--- config.mk ---
export PLATFORM = sky130hd
export DESIGN_NAME = position_quaternion_frame_decoder_core
export DESIGN_NICKNAME = d
export VERILOG_FILES = /design/src/rtl/core/pqfd_pkg.sv /design/src/rtl/core/pqfd_front.sv /design/src/rtl/core/pqfd_queue.sv /design/src/rtl/core/pqfd_back.sv /design/src/rtl/core/position_quaternion_frame_decoder_core.sv
export SDC_FILE = /design/constraint.sdc
export NUM_CORES = 1
export LEC_CHECK = 0
export BUFFER_PORTS_ARGS = -buffer_cell sky130_fd_sc_hd__buf_2
export CORE_MARGIN = 5
export CORE_UTILIZATION = 45
export CTS_CLUSTER_DIAMETER = 200
export CTS_CLUSTER_SIZE = 8
export DETAILED_ROUTE_END_ITERATION = 6
export PLACE_DENSITY = 0.62
export SETUP_SLACK_MARGIN = 0.2
export SLEW_MARGIN = 20
export SYNTH_ARGS = -nofsm -noshare
export SYNTH_HDL_FRONTEND = slang
export SYNTH_SLANG_ARGS = --single-unit
export TNS_END_PERCENT = 5
--- constraint.sdc ---
create_clock -name clock -period 8.7 [get_ports clock]
set_input_delay 0 -clock clock [delete_from_list [all_inputs] [get_ports clock]]
set_output_delay 0 -clock clock [all_outputs]
set_load 0.01 [all_outputs]
--- src/rtl/core/pqfd_pkg.sv ---
// ----------------------------------------------------------------------------
// pqfd_pkg
// Shared types and constants for the position and quaternion frame decoder.
// ----------------------------------------------------------------------------
`default_nettype none

package pqfd_pkg;

   localparam int STORE_DEPTH = 15;
   localparam int QUEUE_DEPTH = 2;

   localparam logic [3:0] FRAME_GROUP = 4'd15;
   localparam logic [3:0] FRAME_PLAIN = 4'd14;
   localparam logic [3:0] ADDR_INDEX  = 4'd14;
   localparam int         PHASE_BIT   = 7;

   localparam logic [15:0] WORD_MIN = 16'h8000;
   localparam logic [15:0] WORD_MAX = 16'h7fff;

   typedef logic [7:0] byte_type;

   typedef struct packed {
      logic                          group;
      byte_type [STORE_DEPTH-1:0]    bytes;
   } frame_type;

   typedef struct packed {
      logic signed [15:0] pos_x;
      logic signed [15:0] pos_y;
      logic signed [15:0] pos_z;
      logic signed [15:0] quat_x;
      logic signed [15:0] quat_y;
      logic signed [15:0] quat_z;
      logic signed [15:0] quat_w;
      byte_type           sensor_address;
   } result_type;

endpackage

`default_nettype wire

--- src/rtl/core/pqfd_front.sv ---
// ----------------------------------------------------------------------------
// pqfd_front
// Hunts for the phasing bit, collects frame bytes and hands finished frames on.
// ----------------------------------------------------------------------------
`default_nettype none

module pqfd_front (
   input  wire logic               clock,
   input  wire logic               reset,
   input  wire logic               req_tvalid,
   output logic                    req_tready,
   input  wire logic [7:0]         req_tdata,
   input  wire logic               csr_valid,
   output logic                    csr_ready,
   input  wire logic [0:0]         csr_data,
   output logic                    push_valid,
   input  wire logic               push_ready,
   output pqfd_pkg::frame_type     push_frame
);

   logic                                         group_mode_ff;
   logic                                         group_mode_in;
   logic [3:0]                                   count_ff;
   logic [3:0]                                   count_in;
   pqfd_pkg::byte_type [pqfd_pkg::STORE_DEPTH-1:0] store_ff;
   pqfd_pkg::byte_type [pqfd_pkg::STORE_DEPTH-1:0] store_in;
   logic [3:0]                                   frame_len;
   logic                                         accept;

   assign csr_ready  = 1'b1;
   assign req_tready = push_ready;
   assign accept     = req_tvalid && req_tready;
   assign frame_len  = group_mode_ff ? pqfd_pkg::FRAME_GROUP : pqfd_pkg::FRAME_PLAIN;
   assign group_mode_in = (csr_valid && csr_ready) ? csr_data[0] : group_mode_ff;

   always_comb begin
      store_in   = store_ff;
      count_in   = count_ff;
      push_valid = 1'b0;
      if (accept) begin
         if (count_ff == 4'd0) begin
            if (req_tdata[pqfd_pkg::PHASE_BIT]) begin
               store_in[0] = req_tdata;
               count_in    = 4'd1;
            end
         end else begin
            if (count_ff < 4'(pqfd_pkg::STORE_DEPTH)) begin
               store_in[count_ff] = req_tdata;
            end
            count_in = 4'(count_ff + 4'd1);
         end
         if (count_in >= frame_len) begin
            push_valid = 1'b1;
            count_in   = 4'd0;
         end
      end
   end

   assign push_frame.group = group_mode_ff;
   assign push_frame.bytes = store_in;

   always_ff @(posedge clock) begin
      store_ff <= store_in;
      if (reset) begin
         group_mode_ff <= 1'b0;
         count_ff      <= 4'd0;
      end else begin
         group_mode_ff <= group_mode_in;
         count_ff      <= count_in;
      end
   end

   a_count_range: assert property (@(posedge clock) disable iff (reset)
      count_ff < pqfd_pkg::FRAME_GROUP)
      else $error("Byte count passed the longest frame.");

   a_push_started: assert property (@(posedge clock) disable iff (reset)
      push_valid |-> (count_ff != 4'd0 || pqfd_pkg::FRAME_PLAIN == 4'd1))
      else $error("Frame completed without a started frame.");

endmodule

`default_nettype wire

--- src/rtl/core/pqfd_queue.sv ---
// ----------------------------------------------------------------------------
// pqfd_queue
// Two-entry frame queue that decouples frame collection from decoding.
// ----------------------------------------------------------------------------
`default_nettype none

module pqfd_queue (
   input  wire logic                 clock,
   input  wire logic                 reset,
   input  wire logic                 push_valid,
   output logic                      push_ready,
   input  wire pqfd_pkg::frame_type  push_frame,
   output logic                      pop_valid,
   input  wire logic                 pop_ready,
   output pqfd_pkg::frame_type       pop_frame
);

   pqfd_pkg::frame_type entry_ff [pqfd_pkg::QUEUE_DEPTH];
   logic       wr_ptr_ff;
   logic       wr_ptr_in;
   logic       rd_ptr_ff;
   logic       rd_ptr_in;
   logic [1:0] count_ff;
   logic [1:0] count_in;
   logic       do_push;
   logic       do_pop;

   assign push_ready = count_ff != 2'(pqfd_pkg::QUEUE_DEPTH);
   assign pop_valid  = count_ff != 2'd0;
   assign pop_frame  = entry_ff[rd_ptr_ff];
   assign do_push    = push_valid && push_ready;
   assign do_pop     = pop_valid && pop_ready;

   always_comb begin
      wr_ptr_in = do_push ? ~wr_ptr_ff : wr_ptr_ff;
      rd_ptr_in = do_pop ? ~rd_ptr_ff : rd_ptr_ff;
      count_in  = 2'(count_ff + {1'b0, do_push} - {1'b0, do_pop});
   end

   always_ff @(posedge clock) begin
      if (do_push) begin
         entry_ff[wr_ptr_ff] <= push_frame;
      end
      if (reset) begin
         wr_ptr_ff <= 1'b0;
         rd_ptr_ff <= 1'b0;
         count_ff  <= 2'd0;
      end else begin
         wr_ptr_ff <= wr_ptr_in;
         rd_ptr_ff <= rd_ptr_in;
         count_ff  <= count_in;
      end
   end

   a_count_bound: assert property (@(posedge clock) disable iff (reset)
      count_ff <= 2'(pqfd_pkg::QUEUE_DEPTH))
      else $error("Frame queue count overflow.");

   a_ptr_match: assert property (@(posedge clock) disable iff (reset)
      (count_ff == 2'd0 || count_ff == 2'(pqfd_pkg::QUEUE_DEPTH)) |->
      (wr_ptr_ff == rd_ptr_ff))
      else $error("Frame queue pointers disagree with count.");

endmodule

`default_nettype wire

--- src/rtl/core/pqfd_back.sv ---
// ----------------------------------------------------------------------------
// pqfd_back
// Decodes a queued frame into position and quaternion words and holds the result.
// ----------------------------------------------------------------------------
`default_nettype none

module pqfd_back (
   input  wire logic                 clock,
   input  wire logic                 reset,
   input  wire logic                 pop_valid,
   output logic                      pop_ready,
   input  wire pqfd_pkg::frame_type  pop_frame,
   output logic                      rsp_tvalid,
   input  wire logic                 rsp_tready,
   output pqfd_pkg::result_type      rsp_result
);

   logic                 valid_ff;
   logic                 valid_in;
   pqfd_pkg::result_type result_ff;
   pqfd_pkg::result_type result_in;
   logic [15:0]          w_raw;

   function automatic logic [15:0] word_at(input pqfd_pkg::byte_type lo,
                                           input pqfd_pkg::byte_type hi);
      return {hi[6:0], lo[6:0], 2'b00};
   endfunction

   assign pop_ready  = !valid_ff || rsp_tready;
   assign rsp_tvalid = valid_ff;
   assign rsp_result = result_ff;

   always_comb begin
      w_raw = word_at(pop_frame.bytes[6], pop_frame.bytes[7]);
      result_in.pos_x  = word_at(pop_frame.bytes[0], pop_frame.bytes[1]);
      result_in.pos_y  = word_at(pop_frame.bytes[2], pop_frame.bytes[3]);
      result_in.pos_z  = word_at(pop_frame.bytes[4], pop_frame.bytes[5]);
      result_in.quat_x = word_at(pop_frame.bytes[8], pop_frame.bytes[9]);
      result_in.quat_y = word_at(pop_frame.bytes[10], pop_frame.bytes[11]);
      result_in.quat_z = word_at(pop_frame.bytes[12], pop_frame.bytes[13]);
      if (w_raw == pqfd_pkg::WORD_MIN) begin
         result_in.quat_w = pqfd_pkg::WORD_MAX;
      end else begin
         result_in.quat_w = 16'(~w_raw + 16'd1);
      end
      result_in.sensor_address = pop_frame.group ?
                                 pop_frame.bytes[pqfd_pkg::ADDR_INDEX] : 8'd0;
      valid_in = pop_ready ? pop_valid : valid_ff;
   end

   always_ff @(posedge clock) begin
      if (pop_valid && pop_ready) begin
         result_ff <= result_in;
      end
      if (reset) begin
         valid_ff <= 1'b0;
      end else begin
         valid_ff <= valid_in;
      end
   end

   a_pop_shows: assert property (@(posedge clock) disable iff (reset)
      (pop_valid && pop_ready) |=> rsp_tvalid)
      else $error("Decoded frame was not presented.");

endmodule

`default_nettype wire

--- src/rtl/core/position_quaternion_frame_decoder_core.sv ---
// ----------------------------------------------------------------------------
// position_quaternion_frame_decoder_core
// Frames a tracker byte stream and reports position and quaternion words.
// ----------------------------------------------------------------------------
//  Channel  Direction  Payload
//  req_     in         tdata[7:0] data_byte
//  rsp_     out        tdata[119:0] pos_x..quat_w, sensor_address
//  csr_     in         data[0] group_mode
//
//  One byte is accepted every cycle while the two-entry frame queue has room.
//  A finished frame is registered in the frame queue, then in the output register.
//  Reset clears the byte count, group_mode and the queue; frame bytes are not cleared.
//  A stalled result holds in the output register; bytes arrive until the queue fills.
// ----------------------------------------------------------------------------
`default_nettype none

module position_quaternion_frame_decoder_core (
   input  wire logic          clock,
   input  wire logic          reset,
   input  wire logic          req_tvalid,
   output logic               req_tready,
   input  wire logic [7:0]    req_tdata,   // data_byte
   output logic               rsp_tvalid,
   input  wire logic          rsp_tready,
   output logic [119:0]       rsp_tdata,   // pos_x, pos_y, pos_z, quat_x, quat_y,
                                           // quat_z, quat_w, sensor_address
   input  wire logic          csr_valid,
   output logic               csr_ready,
   input  wire logic [0:0]    csr_data
);

   logic                 push_valid;
   logic                 push_ready;
   pqfd_pkg::frame_type  push_frame;
   logic                 pop_valid;
   logic                 pop_ready;
   pqfd_pkg::frame_type  pop_frame;
   pqfd_pkg::result_type rsp_result;

   pqfd_front u_front (
      .clock      (clock),
      .reset      (reset),
      .req_tvalid (req_tvalid),
      .req_tready (req_tready),
      .req_tdata  (req_tdata),
      .csr_valid  (csr_valid),
      .csr_ready  (csr_ready),
      .csr_data   (csr_data),
      .push_valid (push_valid),
      .push_ready (push_ready),
      .push_frame (push_frame)
   );

   pqfd_queue u_queue (
      .clock      (clock),
      .reset      (reset),
      .push_valid (push_valid),
      .push_ready (push_ready),
      .push_frame (push_frame),
      .pop_valid  (pop_valid),
      .pop_ready  (pop_ready),
      .pop_frame  (pop_frame)
   );

   pqfd_back u_back (
      .clock      (clock),
      .reset      (reset),
      .pop_valid  (pop_valid),
      .pop_ready  (pop_ready),
      .pop_frame  (pop_frame),
      .rsp_tvalid (rsp_tvalid),
      .rsp_tready (rsp_tready),
      .rsp_result (rsp_result)
   );

   assign rsp_tdata = {rsp_result.sensor_address, rsp_result.quat_w,
                       rsp_result.quat_z, rsp_result.quat_y, rsp_result.quat_x,
                       rsp_result.pos_z, rsp_result.pos_y, rsp_result.pos_x};

endmodule

`default_nettype wire
# == Word level (Yosys, flattened, before mapping) ==
# Memory sizes are Yosys's and may differ from the RTL's. A register that Yosys moved wholly into a read port is not among the register bits.
# Index checks and enable logic that the tools add are counted.
# W data, S select, Z words.
# op_classes
n_addsub,4
bitwise,3
n_eq_ne,2
n_reduce_logical,8
magnitude_cmp,4
mux,19
# op_table
cell,count
$mux W120,2
$bwmux W120,1
$mux W112,1
$demux W8 S4,1
$mux W8,3
$add A16 B1 Y16 const B,1
$mux W4,4
$not A16 Y16,1
$eq A14 B14 Y1 const B,1
$mux W1,7
$lt A4 B5 Y1 const B,1
$add A4 B1 Y4 const B,1
$ge A4 B1 Y1 const B,1
$ge A4 B4 Y1,1
$logic_and A1 B1 Y1,4
$logic_not A4 Y1,1
$lt A4 B4 Y1 const B,1
$add A2 B1 Y2,1
$ne A2 B2 Y1 const B,1
$not A1 Y1,2
$reduce_bool A2 Y1,1
$sub A2 B1 Y2,1
$logic_not A1 Y1,1
$logic_or A1 B1 Y1,1
# totals
wordCells,70
mem_bits_rw,242
memories,1
output_inout_bits,123
regBits,238
in_bits,14
# memory_table
memory,words,width,rd,rd_ports_with_merged_regs,write_ports,line,text
u_queue.entry_ff,2,121,1,1,1,pqfd_queue.sv:18,pqfd_pkg::frame_type entry_ff [pqfd_pkg::QUEUE_DEPTH];

# == Logic depth before layout (Yosys ltp) ==
# depth
depth_word,9
ltp_mapped,13
depth_no_buf,12

# == Hierarchy ==
# From an unflattened synthesis, not the netlist that was laid out.
# hier_totals
hier_cells,920
area_unflattened_um2,17224.0
# by_module_without_submodules
mod,area_per_inst_um2,seq_area_each_um2,instances,cells_each
pqfd_queue,8981.1,7367.1,1,400
pqfd_front,4440.5,2502.4,1,328
pqfd_back,3802.4,3233.1,1,192

# == Worst setup path before layout ==
# No wires, ideal clock.
# synth_timing
path_kind,flip-flop to flip-flop
start,register u_front.count_ff[0]
end,memory u_queue.entry_ff[0][0] in the netlist's numbering (enable)
setup_time_ns,0.587
period_less_slack_ns,7.411
slack_ns,1.289
path_stages_with_launch,10
t_arrival_ns,6.824
required_ns,8.113
path_buffers,1
path_cell_list,dfxtp_1 -> inv_1 -> ha_1 -> clkbuf_1 -> nand2_1 -> mux2_2 -> ha_1 -> o21ai_0 -> nor4_4 -> nor2b_1
# synth_via
elab_chain_len,9
word_cells_on_any_way,11
cone_classes,1 x add/sub; 1 x order compare; 7 x mux; 2 x reduce/logical
# synth_lines
element,line,text
"start, declared",pqfd_front.sv:23,logic [3:0] count_ff;
"start signal, assigned",pqfd_front.sv:69,count_ff <= count_in;
"$add A4 B1 Y4, or another cell as far along",pqfd_front.sv:50,count_in = 4'(count_ff + 4'd1);
$mux W4 *,pqfd_front.sv:41,if (count_ff == 4'd0) begin
$mux W4 *,pqfd_front.sv:40,if (accept) begin
$ge A4 B4 Y1 *,pqfd_front.sv:52,if (count_in >= frame_len) begin
$mux W1 *,pqfd_front.sv:52,
$mux W1 *,pqfd_front.sv:40,
$logic_and A1 B1 Y1 *,pqfd_queue.sv:31,assign do_push = push_valid && push_ready;
$mux W1 *,pqfd_queue.sv:41,if (do_push) begin
$mux W1 (not written as such) *,pqfd_queue.sv:42,entry_ff[wr_ptr_ff] <= push_frame;
"end, declared",pqfd_queue.sv:18,
# Mark *: on every way between the ends. The rest lies on a longest branch, timed or not. The select of a mux whose other input is x is not followed.

# == Worst setup path in the final report ==
# layout_timing
start,register u_front.count_ff[0]
end,memory u_queue.entry_ff[1][22] in the netlist's numbering (enable)
# Same word-level chain as after synthesis.

==> impl_metrics.py <==
metrics = {
    "timing": {
        "final-hold-violation-count": 0,
        "worstMarginPinSlew_ns": 1.08,
        "tns_ns": 0,
        "rsz0062_at_grt": "no",
        "fmax_ghz": 0.242,
        "fin_crit_sh_pct": 47.4,
        "drv_slew": 0,
        "relSlewSlack_pct": 27.7,
        "period_needed_ns": 4.13,
        "skew_ns": 0.0198,
        "whs_ns": 0.0751,
        "setup_viol": 0,
        "fin_ws_ns": 4.57,
    },
    "grt": {
        "grt_antenna_before_repair": 1,
        "use_met1_pct": 20.4,
        "use_met3_pct": 2.78,
        "grt_usage_pct": 14.8,
        "busiest_layer": "met2",
        "grt_pass1_wl_um": 44600,
        "use_met2_pct": 23.9,
        "grt_pass1_vias": 7737,
        "grt_overflow": 0,
        "grt_max_degree": 76,
    },
    "yosys": {
        "synth-seq-cells": 438,
        "synthCells": 853,
        "synth.largest_area_cell": "edfxtp_1",
        "syn_area_sq_um": 15600,
        "ys_seq_area_share_pct": 76.7,
        "synth_most_common_cell": "edfxtp_1",
        "yosysWarnings": 0,
        "synth_edf_count": 321,
        "synth_area_leaders": "edfxtp_1 62%, dfxtp_1 15%, mux2_2 14%",
        "synth_top_cells_by_count": "321 x edfxtp_1, 188 x mux2_2, 117 x dfxtp_1",
        "avgSynthCellArea_sq_um": 18.3,
        "synthDistinctLibCells": 47,
        "synth_top_cell_area_share_pct": 61.7,
        "async_reset_ff_share_pct": 0,
        "synth_flop_cell": "edfxtp_1",
    },
    "power_and_ir_drop": {
        "leakagePower_uw": 0.00668,
        "switching_share_pct": 24.8,
        "internal-power_uw": 4390,
        "p_switching_uw": 1440,
        "power_frac_clock_pct": 36.0,
        "power_frac_seq_pct": 48.1,
        "comb_power_share_pct": 15.8,
        "p_per_area_nw_per_um2": 316,
        "ir_worst_vdd_uv": 152,
    },
    "job": {
        "cap_viol_max_count": 0,
    },
    "die": {
        "core_region_area_sq_um": 34400,
        "die_h_um": 196,
        "rows": 68,
        "die_area_sq_um": 38500,
        "ios": 137,
        "initial_core_util_pct": 45.4,
        "die_x_um": 196,
    },
    "placement": {
        "gp_congestion": 0.760,
        "hpwl_um": 16700,
        "io_buffers": 123,
        "place_ws_ns": 4.55,
        "dp.cells": 1401,
    },
    "clock_network": {
        "clockBufferDepth": 3,
        "htreeDepth": 2,
        "ctsHoldBuffers": 6,
        "clockRootBuffer": "clkbuf_16",
        "clkSlewWorstSetupHoldPaths_ns": 0.05,
        "cts_tree": "yes",
        "cts_sinks": 438,
        "cts_resized": 0,
        "numCtsBuffers": 60,
        "clk_latency_ns": 0.57,
        "post_cts_buffers": 0,
    },
    "layout": {
        "final_nets": 1036,
        "drive_above_1_share_pct": 38.4,
        "final_util_pct": 53.7,
        "areaGrowthSynthToFinish_pct": 18.1,
        "final_cells": 1521,
    },
    "worst_setup_path": {
        "crit_path_cell_trace": "inv_1 > ha_1 > nand2_1 > mux2_2 > ha_1 > o21ai_0 > nor4_4 > and2_4 > buf_4",
        "reg2reg_from": "u_front.count_ff[0]$_SDFFE_PP0P_",
        "slowest_delay_ns": 0.88,
        "cp.arrival_ns": 4.30,
        "cpMostUsedCell": "ha_1",
        "cp_top_family": "simple AND/OR/NAND/NOR gates",
        "cp-start-kind": "flip-flop",
        "path_max_fanout": 75,
        "ff2ff_setup_slack_ns": 4.57,
        "timing.critical_path.from": "u_front.count_ff[0]$_SDFFE_PP0P_",
        "end_kind": "flip-flop",
        "crit_buf_inv": 2,
        "slowest_stage": "buf_4",
        "cp.required_ns": 8.87,
        "setup.worst_path.class": "reg -> reg",
    },
    "drt": {
        "drcViolationCount": 0,
        "wl_um": 28600,
        "avgViaCountPerCell": 4.87,
        "vias": 7408,
        "routedWlPerCell_um": 18.8,
        "postRouteAntennaNets": 0,
        "drtIter0Drc": 461,
        "drtPass1Iterations": 6,
    },
    "worst_hold_path": {
        "hold_start": "req_tdata[5]",
        "hp-class": "in -> reg",
    },
    "status": {
        "outcome": "finished clean",
    },
}
==> per-stage QoR <==
| step | area [sq um] | power, uW |
|---|---|---|
| detailed placement | 16600 | 3790 |
| global placement | 16600 | 3780 |
| CTS | 18400 | 5920 |
| floorplan | 15700 | 3430 |
| finish | 18400 | 5830 |
| global route | 18400 | 6100 |
==> sequential cells by signal, summed over array words and instances, names as in the netlist, named ones only <==
register and count:
u_queue.count_ff 2, u_back.rsp_tvalid 1, u_front.group_mode_ff 1, u_back.rsp_result 107
u_queue.wr_ptr_ff 1, u_front.store_ff 106, u_queue.entry_ff 214, u_front.count_ff 4
u_queue.rd_ptr_ff 1
==> cell families (layout without fill, tap and decap cells) <==
family | count (synthesis) | in the layout | share of synthesized area [%]
flip-flops | 438 | 438 | 76.7
multiplexers | 207 | 207 | 14.8
AND/OR/NAND/NOR | 101 | 101 | 3.91
buffers and inverters | 54 | 255 | 1.93
AO/OA/AOI/OAI | 31 | 31 | 1.27
XOR/XNOR | 12 | 12 | 0.673
adder cells (fa/ha/maj) | 8 | 8 | 0.641
other | 2 | 14 | 0.0481
==> area by class of cell <==
type	count	area [sq um]
fill	2749	15900
sequential	438	12000
multi-input combinational	372	3400
clock buffer	110	1700
timing repair buffer	135	721
tap	455	569
clock inverter	3	45.0
inverter	7	26.3
antenna	1	2.50
==> final timing paths <==
path | to | depth (start not counted)
max reg2reg | u_queue.entry_ff[1][22]$_DFFE_PP_ | 9
min | u_front.store_ff[29]$_DFF_P_ | 2
max | u_queue.entry_ff[1][22]$_DFFE_PP_ | 9
min reg2reg | u_front.store_ff[90]$_DFF_P_ | 1
==> per-layer routing <==
| layer | wire [um] | part of all wire [%] |
|---|---|---|
| met5 | 0 | 0 |
| met4 | 583 | 2.0 |
| met3 | 1170 | 4.1 |
| met2 | 13500 | 47 |
| met1 | 13300 | 47 |
==> placed cells by master (no fill, tap or decap), types with 7 or more instances in the layout <==
master / instances
clkbuf_1: 49
nand2_1: 20
nand3_2: 7
conb_1: 13
mux2i_1: 12
edfxtp_1: 321
o21ai_0: 15
mux2_2: 188
ha_1: 8
nand3_1: 20
dfxtp_1: 116
nor2_1: 20
buf_2: 123
clkbuf_16: 60
==> power groups by stage <==
stage / clock network [uW] / logic [uW] / registers [uW]
after CTS: 2160 / 945 / 2820
after global routing: 2250 / 1010 / 2840
after detailed placement: 0 / 938 / 2850
after global placement: 0 / 926 / 2850
after floorplan: 0 / 478 / 2960
final: 2100 / 922 / 2810
Power figures use the tool's default switching activity.
